`config.mk`:
```
export PLATFORM = sky130hd
export DESIGN_NAME = fixed_length_frame_deframer
export DESIGN_NICKNAME = d
export VERILOG_FILES = /design/src/rtl/fld_pkg.sv /design/src/rtl/fld_ram.sv /design/src/rtl/fld_ctrl.sv /design/src/rtl/fld_dp.sv /design/src/rtl/fixed_length_frame_deframer.sv
export VERILOG_INCLUDE_DIRS = /design/src /design/src/rtl
export SDC_FILE = /design/constraint.sdc
export NUM_CORES = 1
export LEC_CHECK = 0
export BUFFER_PORTS_ARGS = -buffer_cell sky130_fd_sc_hd__buf_2
export CAP_MARGIN = 10
export CORE_UTILIZATION = 50
export DETAILED_ROUTE_END_ITERATION = 10
export GPL_TIMING_DRIVEN = 0
export PLACE_DENSITY_LB_ADDON = 0.08
export SLEW_MARGIN = 5
export SYNTH_ARGS = -nofsm -noshare
export SYNTH_HDL_FRONTEND = slang
export SYNTH_SLANG_ARGS = --single-unit
```
`constraint.sdc`:
```
create_clock -name clk_i -period 8.4 [get_ports clk_i]
set_input_delay 0.84 -clock clk_i [delete_from_list [all_inputs] [get_ports clk_i]]
set_output_delay 0.84 -clock clk_i [all_outputs]
set_load 0.02 [all_outputs]
```
`src/rtl/fixed_length_frame_deframer_macros.svh`:
```
// Assertion macros shared by the frame deframer modules.
`ifndef FIXED_LENGTH_FRAME_DEFRAMER_MACROS_SVH
`define FIXED_LENGTH_FRAME_DEFRAMER_MACROS_SVH
`ifndef SYNTHESIS
`define FLD_ASSERT(lbl, prop) \
  lbl: assert property (@(posedge clk_i) disable iff (!rst_ni) prop) \
    else $error("deframer check failed");
`define FLD_ASSERT_NEVER(lbl, expr) \
  lbl: assert property (@(posedge clk_i) disable iff (!rst_ni) !(expr)) \
    else $error("deframer forbidden condition");
`else
`define FLD_ASSERT(lbl, prop)
`define FLD_ASSERT_NEVER(lbl, expr)
`endif
`endif

```
`src/rtl/fld_pkg.sv`:
```
// Types and constants shared by the frame deframer modules.
package fld_pkg;

  localparam int unsigned BYTE_W  = 8;
  localparam int unsigned CNT_W   = 7;
  localparam int unsigned PADDR_W = 4;
  localparam int unsigned PDATA_W = 32;

  localparam logic [1:0] REG_START_MARKER = 2'd0;
  localparam logic [1:0] REG_END_MARKER   = 2'd1;
  localparam logic [1:0] REG_FRAME_LENGTH = 2'd2;

  localparam logic [BYTE_W-1:0] START_MARKER_RST = 8'hFB;
  localparam logic [BYTE_W-1:0] END_MARKER_RST   = 8'hFE;
  localparam logic [CNT_W-1:0]  FRAME_LENGTH_RST = 7'd5;

  typedef struct packed {
    logic accept;
    logic start_emit;
    logic emit_en;
  } fld_cmd_t;

  typedef struct packed {
    logic frame_ok;
    logic rd_done;
  } fld_sts_t;

endpackage

```
`src/rtl/fld_ram.sv`:
```
// Generic single write port, single read port RAM with registered read data.
module fld_ram #(
  parameter int unsigned WIDTH = 8,
  parameter int unsigned DEPTH = 64,
  parameter int unsigned AW    = (DEPTH > 1) ? $clog2(DEPTH) : 1
) (
  input  logic             clk_i,
  input  logic             we_i,
  input  logic [AW-1:0]    waddr_i,
  input  logic [WIDTH-1:0] wdata_i,
  input  logic             re_i,
  input  logic [AW-1:0]    raddr_i,
  output logic [WIDTH-1:0] rdata_o
);

  logic [WIDTH-1:0] mem_q [DEPTH];
  logic [WIDTH-1:0] rdata_q;

  always_ff @(posedge clk_i) begin
    if (we_i) begin
      mem_q[waddr_i] <= wdata_i;
    end
    if (re_i) begin
      rdata_q <= mem_q[raddr_i];
    end
  end

  assign rdata_o = rdata_q;

endmodule

```
`src/rtl/fld_ctrl.sv`:
```
// Controller for the frame deframer: receive and emit phases.
`include "fixed_length_frame_deframer_macros.svh"

module fld_ctrl
  import fld_pkg::*;
(
  input  logic     clk_i,
  input  logic     rst_ni,
  input  logic     rx_valid_i,
  output logic     rx_stall_o,
  input  fld_sts_t sts_i,
  output fld_cmd_t cmd_o
);

  localparam logic S_IDLE = 1'b0;
  localparam logic S_EMIT = 1'b1;

  logic state_q, state_d;

  always_comb begin
    cmd_o.accept     = rx_valid_i && (state_q == S_IDLE);
    cmd_o.start_emit = cmd_o.accept && sts_i.frame_ok;
    cmd_o.emit_en    = (state_q == S_EMIT);
  end

  assign rx_stall_o = (state_q == S_EMIT);

  always_comb begin
    state_d = state_q;
    unique case (state_q)
      S_IDLE: begin
        if (cmd_o.start_emit) begin
          state_d = S_EMIT;
        end
      end
      S_EMIT: begin
        if (sts_i.rd_done) begin
          state_d = S_IDLE;
        end
      end
      default: state_d = S_IDLE;
    endcase
  end

  always_ff @(posedge clk_i or negedge rst_ni) begin
    if (!rst_ni) begin
      state_q <= S_IDLE;
    end else begin
      state_q <= state_d;
    end
  end

  // A good frame always holds at least two words, so reading cannot be done at once.
  `FLD_ASSERT(a_start_not_done, cmd_o.start_emit |=> !sts_i.rd_done)
  `FLD_ASSERT(a_start_enters_emit, cmd_o.start_emit |=> (state_q == S_EMIT))
  `FLD_ASSERT(a_done_leaves_emit, ((state_q == S_EMIT) && sts_i.rd_done) |=> (state_q == S_IDLE))

endmodule

```
`src/rtl/fld_dp.sv`:
```
// Datapath for the frame deframer: registers, frame store and output stage.
`include "fixed_length_frame_deframer_macros.svh"

module fld_dp
  import fld_pkg::*;
#(
  parameter int unsigned MAX_FRAME = 64
) (
  input  logic               clk_i,
  input  logic               rst_ni,
  input  fld_cmd_t           cmd_i,
  output fld_sts_t           sts_o,
  input  logic [BYTE_W-1:0]  rx_byte_i,
  input  logic               psel,
  input  logic               penable,
  input  logic               pwrite,
  input  logic [PADDR_W-1:0] paddr,
  input  logic [PDATA_W-1:0] pwdata,
  output logic [PDATA_W-1:0] prdata,
  output logic               out_valid_o,
  input  logic               out_stall_i,
  output logic [BYTE_W-1:0]  frame_byte_o,
  output logic               last_byte_o
);

  localparam int unsigned AW = (MAX_FRAME > 1) ? $clog2(MAX_FRAME) : 1;
  localparam logic [CNT_W:0] MaxNext = (CNT_W + 1)'(MAX_FRAME);

  // Configuration registers.
  logic [BYTE_W-1:0] start_q, end_q;
  logic [CNT_W-1:0]  len_q;
  logic              cfg_wr;
  logic [1:0]        cfg_idx;

  assign cfg_wr  = psel && penable && pwrite;
  assign cfg_idx = paddr[3:2];

  always_ff @(posedge clk_i or negedge rst_ni) begin
    if (!rst_ni) begin
      start_q <= START_MARKER_RST;
      end_q   <= END_MARKER_RST;
      len_q   <= FRAME_LENGTH_RST;
    end else if (cfg_wr) begin
      unique case (cfg_idx)
        REG_START_MARKER: start_q <= pwdata[BYTE_W-1:0];
        REG_END_MARKER:   end_q   <= pwdata[BYTE_W-1:0];
        REG_FRAME_LENGTH: len_q   <= pwdata[CNT_W-1:0];
        default: ;
      endcase
    end
  end

  always_comb begin
    prdata = '0;
    unique case (cfg_idx)
      REG_START_MARKER: prdata[BYTE_W-1:0] = start_q;
      REG_END_MARKER:   prdata[BYTE_W-1:0] = end_q;
      REG_FRAME_LENGTH: prdata[CNT_W-1:0]  = len_q;
      default:          prdata = '0;
    endcase
  end

  // Receive side: frame tracking.
  logic             in_frame_q, in_frame_d;
  logic [CNT_W-1:0] count_q, count_d;
  logic [CNT_W:0]   next_cnt;
  logic             is_start, is_end, over;
  logic             wr_en;
  logic [AW-1:0]    wr_addr;

  assign next_cnt = {1'b0, count_q} + (CNT_W + 1)'(1);
  assign is_start = (rx_byte_i == start_q);
  assign is_end   = (rx_byte_i == end_q);
  assign over     = (next_cnt > {1'b0, len_q}) || (next_cnt > MaxNext);

  assign sts_o.frame_ok = in_frame_q && !over && is_end && (next_cnt == {1'b0, len_q});

  always_comb begin
    in_frame_d = in_frame_q;
    count_d    = count_q;
    wr_en      = 1'b0;
    wr_addr    = '0;
    if (cmd_i.accept) begin
      if (!in_frame_q) begin
        if (is_start) begin
          wr_en      = 1'b1;
          in_frame_d = 1'b1;
          count_d    = CNT_W'(1);
        end
      end else if (over) begin
        in_frame_d = 1'b0;
        count_d    = '0;
      end else begin
        wr_en = 1'b1;
        if (is_end) begin
          wr_addr    = count_q[AW-1:0];
          in_frame_d = 1'b0;
          count_d    = '0;
        end else if (is_start) begin
          count_d = CNT_W'(1);
        end else begin
          wr_addr = count_q[AW-1:0];
          count_d = next_cnt[CNT_W-1:0];
        end
      end
    end
  end

  always_ff @(posedge clk_i or negedge rst_ni) begin
    if (!rst_ni) begin
      in_frame_q <= 1'b0;
      count_q    <= '0;
    end else begin
      in_frame_q <= in_frame_d;
      count_q    <= count_d;
    end
  end

  // Emit side: read pointer, read in flight and output register.
  logic [CNT_W-1:0]  ptr_q, ptr_d;
  logic              pend_q, pend_last_q;
  logic              out_valid_q;
  logic [BYTE_W-1:0] out_byte_q;
  logic              out_last_q;
  logic              rd_issue;
  logic [BYTE_W-1:0] rd_data;

  assign rd_issue = cmd_i.emit_en && !pend_q && (ptr_q != len_q)
                    && (!out_valid_q || !out_stall_i);
  assign sts_o.rd_done = (ptr_q == len_q) && !pend_q;

  always_comb begin
    ptr_d = ptr_q;
    if (cmd_i.start_emit) begin
      ptr_d = '0;
    end else if (rd_issue) begin
      ptr_d = ptr_q + CNT_W'(1);
    end
  end

  always_ff @(posedge clk_i or negedge rst_ni) begin
    if (!rst_ni) begin
      ptr_q       <= '0;
      pend_q      <= 1'b0;
      out_valid_q <= 1'b0;
    end else begin
      ptr_q  <= ptr_d;
      pend_q <= rd_issue;
      if (pend_q) begin
        out_valid_q <= 1'b1;
      end else if (!out_stall_i) begin
        out_valid_q <= 1'b0;
      end
    end
  end

  always_ff @(posedge clk_i) begin
    if (rd_issue) begin
      pend_last_q <= ((ptr_q + CNT_W'(1)) == len_q);
    end
    if (pend_q) begin
      out_byte_q <= rd_data;
      out_last_q <= pend_last_q;
    end
  end

  fld_ram #(
    .WIDTH (BYTE_W),
    .DEPTH (MAX_FRAME),
    .AW    (AW)
  ) u_store (
    .clk_i   (clk_i),
    .we_i    (wr_en),
    .waddr_i (wr_addr),
    .wdata_i (rx_byte_i),
    .re_i    (rd_issue),
    .raddr_i (ptr_q[AW-1:0]),
    .rdata_o (rd_data)
  );

  assign out_valid_o  = out_valid_q;
  assign frame_byte_o = out_byte_q;
  assign last_byte_o  = out_last_q;

  `FLD_ASSERT_NEVER(a_no_write_in_emit, wr_en && cmd_i.emit_en)
  `FLD_ASSERT(a_read_lands, pend_q |=> out_valid_q)
  `FLD_ASSERT(a_read_in_frame, rd_issue |-> (ptr_q < len_q))

endmodule

```
`src/rtl/fixed_length_frame_deframer.sv`:
```
// Top level of the fixed-length frame deframer.
// The block takes a new word every cycle while no frame is being emitted. A frame of L words
// (L = frame_length) is read back from the frame store one word at a time, through the registered
// store read ahead of the single output register; a new read waits until the previous one has
// landed and while the output stalls. Input stays stalled from the end marker until all L are read.
// Reset is asynchronous and active low; it clears the control state and loads the default
// markers 0xFB and 0xFE and length 5. The frame store needs no clearing pass.
module fixed_length_frame_deframer
  import fld_pkg::*;
#(
  parameter int unsigned MAX_FRAME = 64
) (
  input  logic               clk_i,
  input  logic               rst_ni,
  // Received serial words.
  input  logic               rx_valid_i,
  output logic               rx_stall_o,
  input  logic [BYTE_W-1:0]  rx_byte_i,
  // Words of accepted frames.
  output logic               out_valid_o,
  input  logic               out_stall_i,
  output logic [BYTE_W-1:0]  frame_byte_o,
  output logic               last_byte_o,
  // Register port.
  input  logic               psel,
  input  logic               penable,
  input  logic               pwrite,
  input  logic [PADDR_W-1:0] paddr,
  input  logic [PDATA_W-1:0] pwdata,
  output logic [PDATA_W-1:0] prdata,
  output logic               pready
);

  // The controller only decides between taking received words and emitting a stored frame.
  // All counting, marker matching and the frame store itself live in the datapath.
  fld_cmd_t cmd;
  fld_sts_t sts;

  // Writes complete in their access cycle, so the port never waits.
  assign pready = 1'b1;

  fld_ctrl u_ctrl (
    .clk_i      (clk_i),
    .rst_ni     (rst_ni),
    .rx_valid_i (rx_valid_i),
    .rx_stall_o (rx_stall_o),
    .sts_i      (sts),
    .cmd_o      (cmd)
  );

  // The datapath tracks the frame as words come in, writes them into the store and, once a frame
  // of exactly the configured length closes, walks the store from the start marker onwards.
  fld_dp #(
    .MAX_FRAME (MAX_FRAME)
  ) u_dp (
    .clk_i        (clk_i),
    .rst_ni       (rst_ni),
    .cmd_i        (cmd),
    .sts_o        (sts),
    .rx_byte_i    (rx_byte_i),
    .psel         (psel),
    .penable      (penable),
    .pwrite       (pwrite),
    .paddr        (paddr),
    .pwdata       (pwdata),
    .prdata       (prdata),
    .out_valid_o  (out_valid_o),
    .out_stall_i  (out_stall_i),
    .frame_byte_o (frame_byte_o),
    .last_byte_o  (last_byte_o)
  );

endmodule
```
==> summary.txt <==
Timing
  – Relative slew slack: 17.9%
  – Slew @ Worst Pin: 1.23 ns
  – Clk_skew: 0.0264 ns
  – Setup violations, final: 0
  – Setup TNS: 0 ns
  – Final worst-path cycle share: between 50 and 60%
  – RSZ-0062 raised after global routing: no
  – Fmax achieved: 203 MHz
  – Slew Limit Fails: 0
  – Clock period minus final worst setup slack: 4.94 ns
  – Final hold viol count: 0

Place
  – Port bufs: 43
  – Placed cells: 1851
  – DP HPWL: about 36 mm
  – Gpl congestion: 0.898

Finish
  – Final nets: 1374
  – Multi-input combinational cell area: between 5000 and 6000 sq um
  – Filler cell count: 3381
  – Ant. Diodes: 0
  – Synth-to-layout area growth: 13.7%
  – Fin cells: 1961
  – Register area: 17000 sq um
  – Most frequent cells in the layout: 530 x edfxtp_1, 160 x mux4_2, 64 x nor2_1
  – Commonest non-fill, non-tap cell in the layout: edfxtp_1
  – Share of layout cells above drive strength 1: 29.6%

Power and ir drop
  – Sw power: 2.40 mW
  – P_int: 5.66 mW
  – P_leak: ~8.6 nW
  – Cell Pwr Density: approximately 310 nW/um^2
  – Power share of the clock group: 31.0%
  – Share of power burned in registers: 41.1%
  – Power share of the combinational group: 27.9%
  – Switching portion of total power: between 20% and 30%
  – Max rail drop VDD: 0.213 mV

Global routing
  – First-pass GRT wire length: 79.4 mm
  – Number of global-route vias before repair: 11600
  – Total gr overflow: 0
  – Antenna violations before repair: 2
  – Gr usage total: 23.9%
  – Largest net degree at the start of global routing: 67

Synth
  – Mean Syn Cell Area: 19.8 sq um
  – EDFF count, synth: 530
  – Synth unique cells: 51
  – Syn Inst Count: 1170
  – Mapped Area: 23200 sq um
  – Async S/R FF share, synth: between 7 and 8%
  – Yosys warning count: 0
  – Post-synthesis sequential area ratio: between 70% and 80%
  – Main flop type after synthesis: edfxtp_1
  – FF+latch count, synth: 571

Die
  – FP Rows: around 80
  – Core ar.: 45600 sq um
  – Initial cell density of the core: 50.8%
  – Die H: 217 um
  – Die W: 217 um
  – Die area: approximately 47000 sq um
  – # IOs: 95

Worst setup path
  – Setup CP Type: flip-flop to flip-flop
  – Critical path required time: 8.64 ns
  – RR Startpoint: u_dp.count_q[0]
  – Crit path DAT: 5.17 ns
  – Worst R2R Setup Slack: 3.46 ns
  – Worst r2r dst: u_dp.u_store.mem_q[36][2]
  – Crit path largest cell delay: 0.92 ns
  – Critical path cell sequence: clkbuf_1 -> nand3_1 -> or3_1 -> xnor2_1 -> ha_1 -> a21o_1 -> a21oi_1 -> o22ai_1 -> nor3_1 -> and3b_1 -> clkbuf_1 -> nand3_1 -> nor3_2
  – CP Capture Type: flip-flop
  – Max FO, Critical Path: 10
  – Slowest library cell on the worst path: nor3_2
  – Worst R2R Path Depth: 13
  – Crit start category: flip-flop

Drt
  – 1st-iter DRT viols: 1138
  – Via count: 11500
  – Vias/cell: 5.89
  – TritonRoute pass-1 iters: 5
  – Routed WL per cell: 27.8 um
  – Detailed-route DRC error count: 0
  – Final WL: about 55 mm
  – DRT antenna net count: 0

CTS
  – Post-CTS Setup Inserts: 0
  – TritonCTS Buffers: 57
  – # hold bufs at CTS: 0
  – Clk_lat worst skew: 0.62 ns
  – CTS resizes: 0
  – CTS max path bufs: 3
  – # H-tree levels: 2
  – CTS Root Buffer Type: clkbuf_16
  – Worst-path clk slew: ~0.06 ns
  – CTS tree: yes
  – Clk sinks: 571

Hold path
  – Worst hold path type: input pin to async pin

Status
  – Outcome: finished, final reports clean

Run
  – Max_cap viols: 0
-- cell usage after synthesis, drive strengths merged, types with 2 or more instances --
library cell / n / area, sq um
edfxtp: 530 / 15900
mux4: 160 / 3600
nor2: 64 / 240
buf: 46 / 283
nand2: 41 / 154
clkbuf: 37 / 139
xnor2: 27 / 236
dfrtp: 25 / 626
nor3: 25 / 125
o21ai: 22 / 110
nand3: 18 / 90.1
inv: 17 / 63.8
mux2: 17 / 191
a22oi: 16 / 120
dfstp: 16 / 420
a21oi: 12 / 63.8
ha: 10 / 125
xor2: 10 / 87.6
mux2i: 9 / 90.1
nor2b: 8 / 50.1
nand4: 7 / 43.8
nor4: 7 / 43.8
and3: 6 / 43.8
or3: 6 / 43.8
a21o: 4 / 31.3
and2: 4 / 25.0
or4: 4 / 30.0
nor3b: 3 / 22.5
conb: 2 / 7.51
nand2b: 2 / 12.5
o22ai: 2 / 12.5
o31ai: 2 / 15.0
-- critical path: cells and delay by family, from the launching register on --
family | cells | cell delay [ns]
and+or+nand+nor | 6 | 2.46
buffers and inverters | 2 | 0.62
AOI/OAI and AO/OA | 3 | 0.50
adders and majority gates | 1 | 0.27
xor gates and xnor gates | 1 | 0.21
DFF | 1 | 0.48
-- cells by family after synthesis --
kind of cell             synth area share, %
buffers and inverters                   2.10
XOR/XNOR                                1.40
AND/OR/NAND/NOR                         4.17
AO/OA/AOI/OAI                           1.80
flip-flops                              73.2
adder cells (fa/ha/maj)                0.540
multiplexers                            16.8
other                                 0.0324
-- per-layer routing --
metal	share of wire (%)	global-route usage, %	vias to the layer above
met5	0.031	0	-
met4	2.8	7.77	2
met3	6.3	4.26	89
met2	49	38.7	392
met1	42	33.1	6047
li1	-	-	5011
-- registers in the layout, indices dropped and copies added (netlist names) --
| signal | count |
|---|---|
| u_dp.u_store.mem_q | 512 |
| u_dp.end_q | 8 |
| u_dp.frame_byte_o | 8 |
| u_dp.start_q | 8 |
| u_dp.u_store.rdata_o | 8 |
| u_dp.count_q | 7 |
| u_dp.len_q | 7 |
| u_dp.ptr_q | 7 |
| u_ctrl.rx_stall_o | 1 |
| u_dp.in_frame_q | 1 |
| u_dp.last_byte_o | 1 |
| u_dp.out_valid_o | 1 |
| u_dp.pend_last_q | 1 |
| u_dp.pend_q | 1 |
-- cell type report --
type | count | share of cell area (%)
clock buffer | 70 | 5.76
multi-input combinational | 522 | 22.4
timing repair buffer | 61 | 1.51
clock inverter | 37 | 1.22
buffer | 83 | 1.60
tap | 600 | 2.85
inverter | 17 | 0.242
sequential | 571 | 64.4
-- power groups by stage --
stage | Clock [mW] | Combinational, mW | Sequential, mW
2_1_floorplan | 0 | 1.44 | 3.39
3_3_place_gp | 0 | 2.27 | 3.37
3_5_place_dp | 0 | 2.28 | 3.37
4_1_cts | 2.55 | 2.28 | 3.32
5_1_grt | 2.64 | 2.38 | 3.32
6_report | 2.50 | 2.25 | 3.31
-- worst max-delay path by stage --
stage	depth (start not counted)	slack, ns	from	endpoint
global placement	13	2.66	u_dp.count_q[0]	u_dp.u_store.mem_q[34][4]
global route	13	3.07	u_dp.count_q[0]	u_dp.u_store.mem_q[32][6]
detailed placement	14	3.31	u_dp.count_q[0]	u_dp.u_store.mem_q[47][3]
floorplan	13	4.19	u_dp.count_q[0]	u_dp.u_store.mem_q[34][0]
CTS	14	3.30	u_dp.count_q[0]	u_dp.u_store.mem_q[47][4]
finish	13	3.46	u_dp.count_q[0]	u_dp.u_store.mem_q[36][2]
-- through the flow --
stage          worst slack, ns  hold WS [ns]  power, mW  cell area, sq um  utilization (%)
3_5_place_dp              3.31         0.405       5.65             24400             53.6
3_3_place_gp              2.66         0.405       5.64             24200             53.2
4_1_cts                   3.30         0.392       8.15             26300             57.6
6_report                  3.46         0.382       8.07             26300             57.8
5_1_grt                   3.07         0.428       8.35             26300             57.8
2_1_floorplan             4.19         0.400       4.83             23300                -
Note: power is estimated with default switching activity, not from simulation.
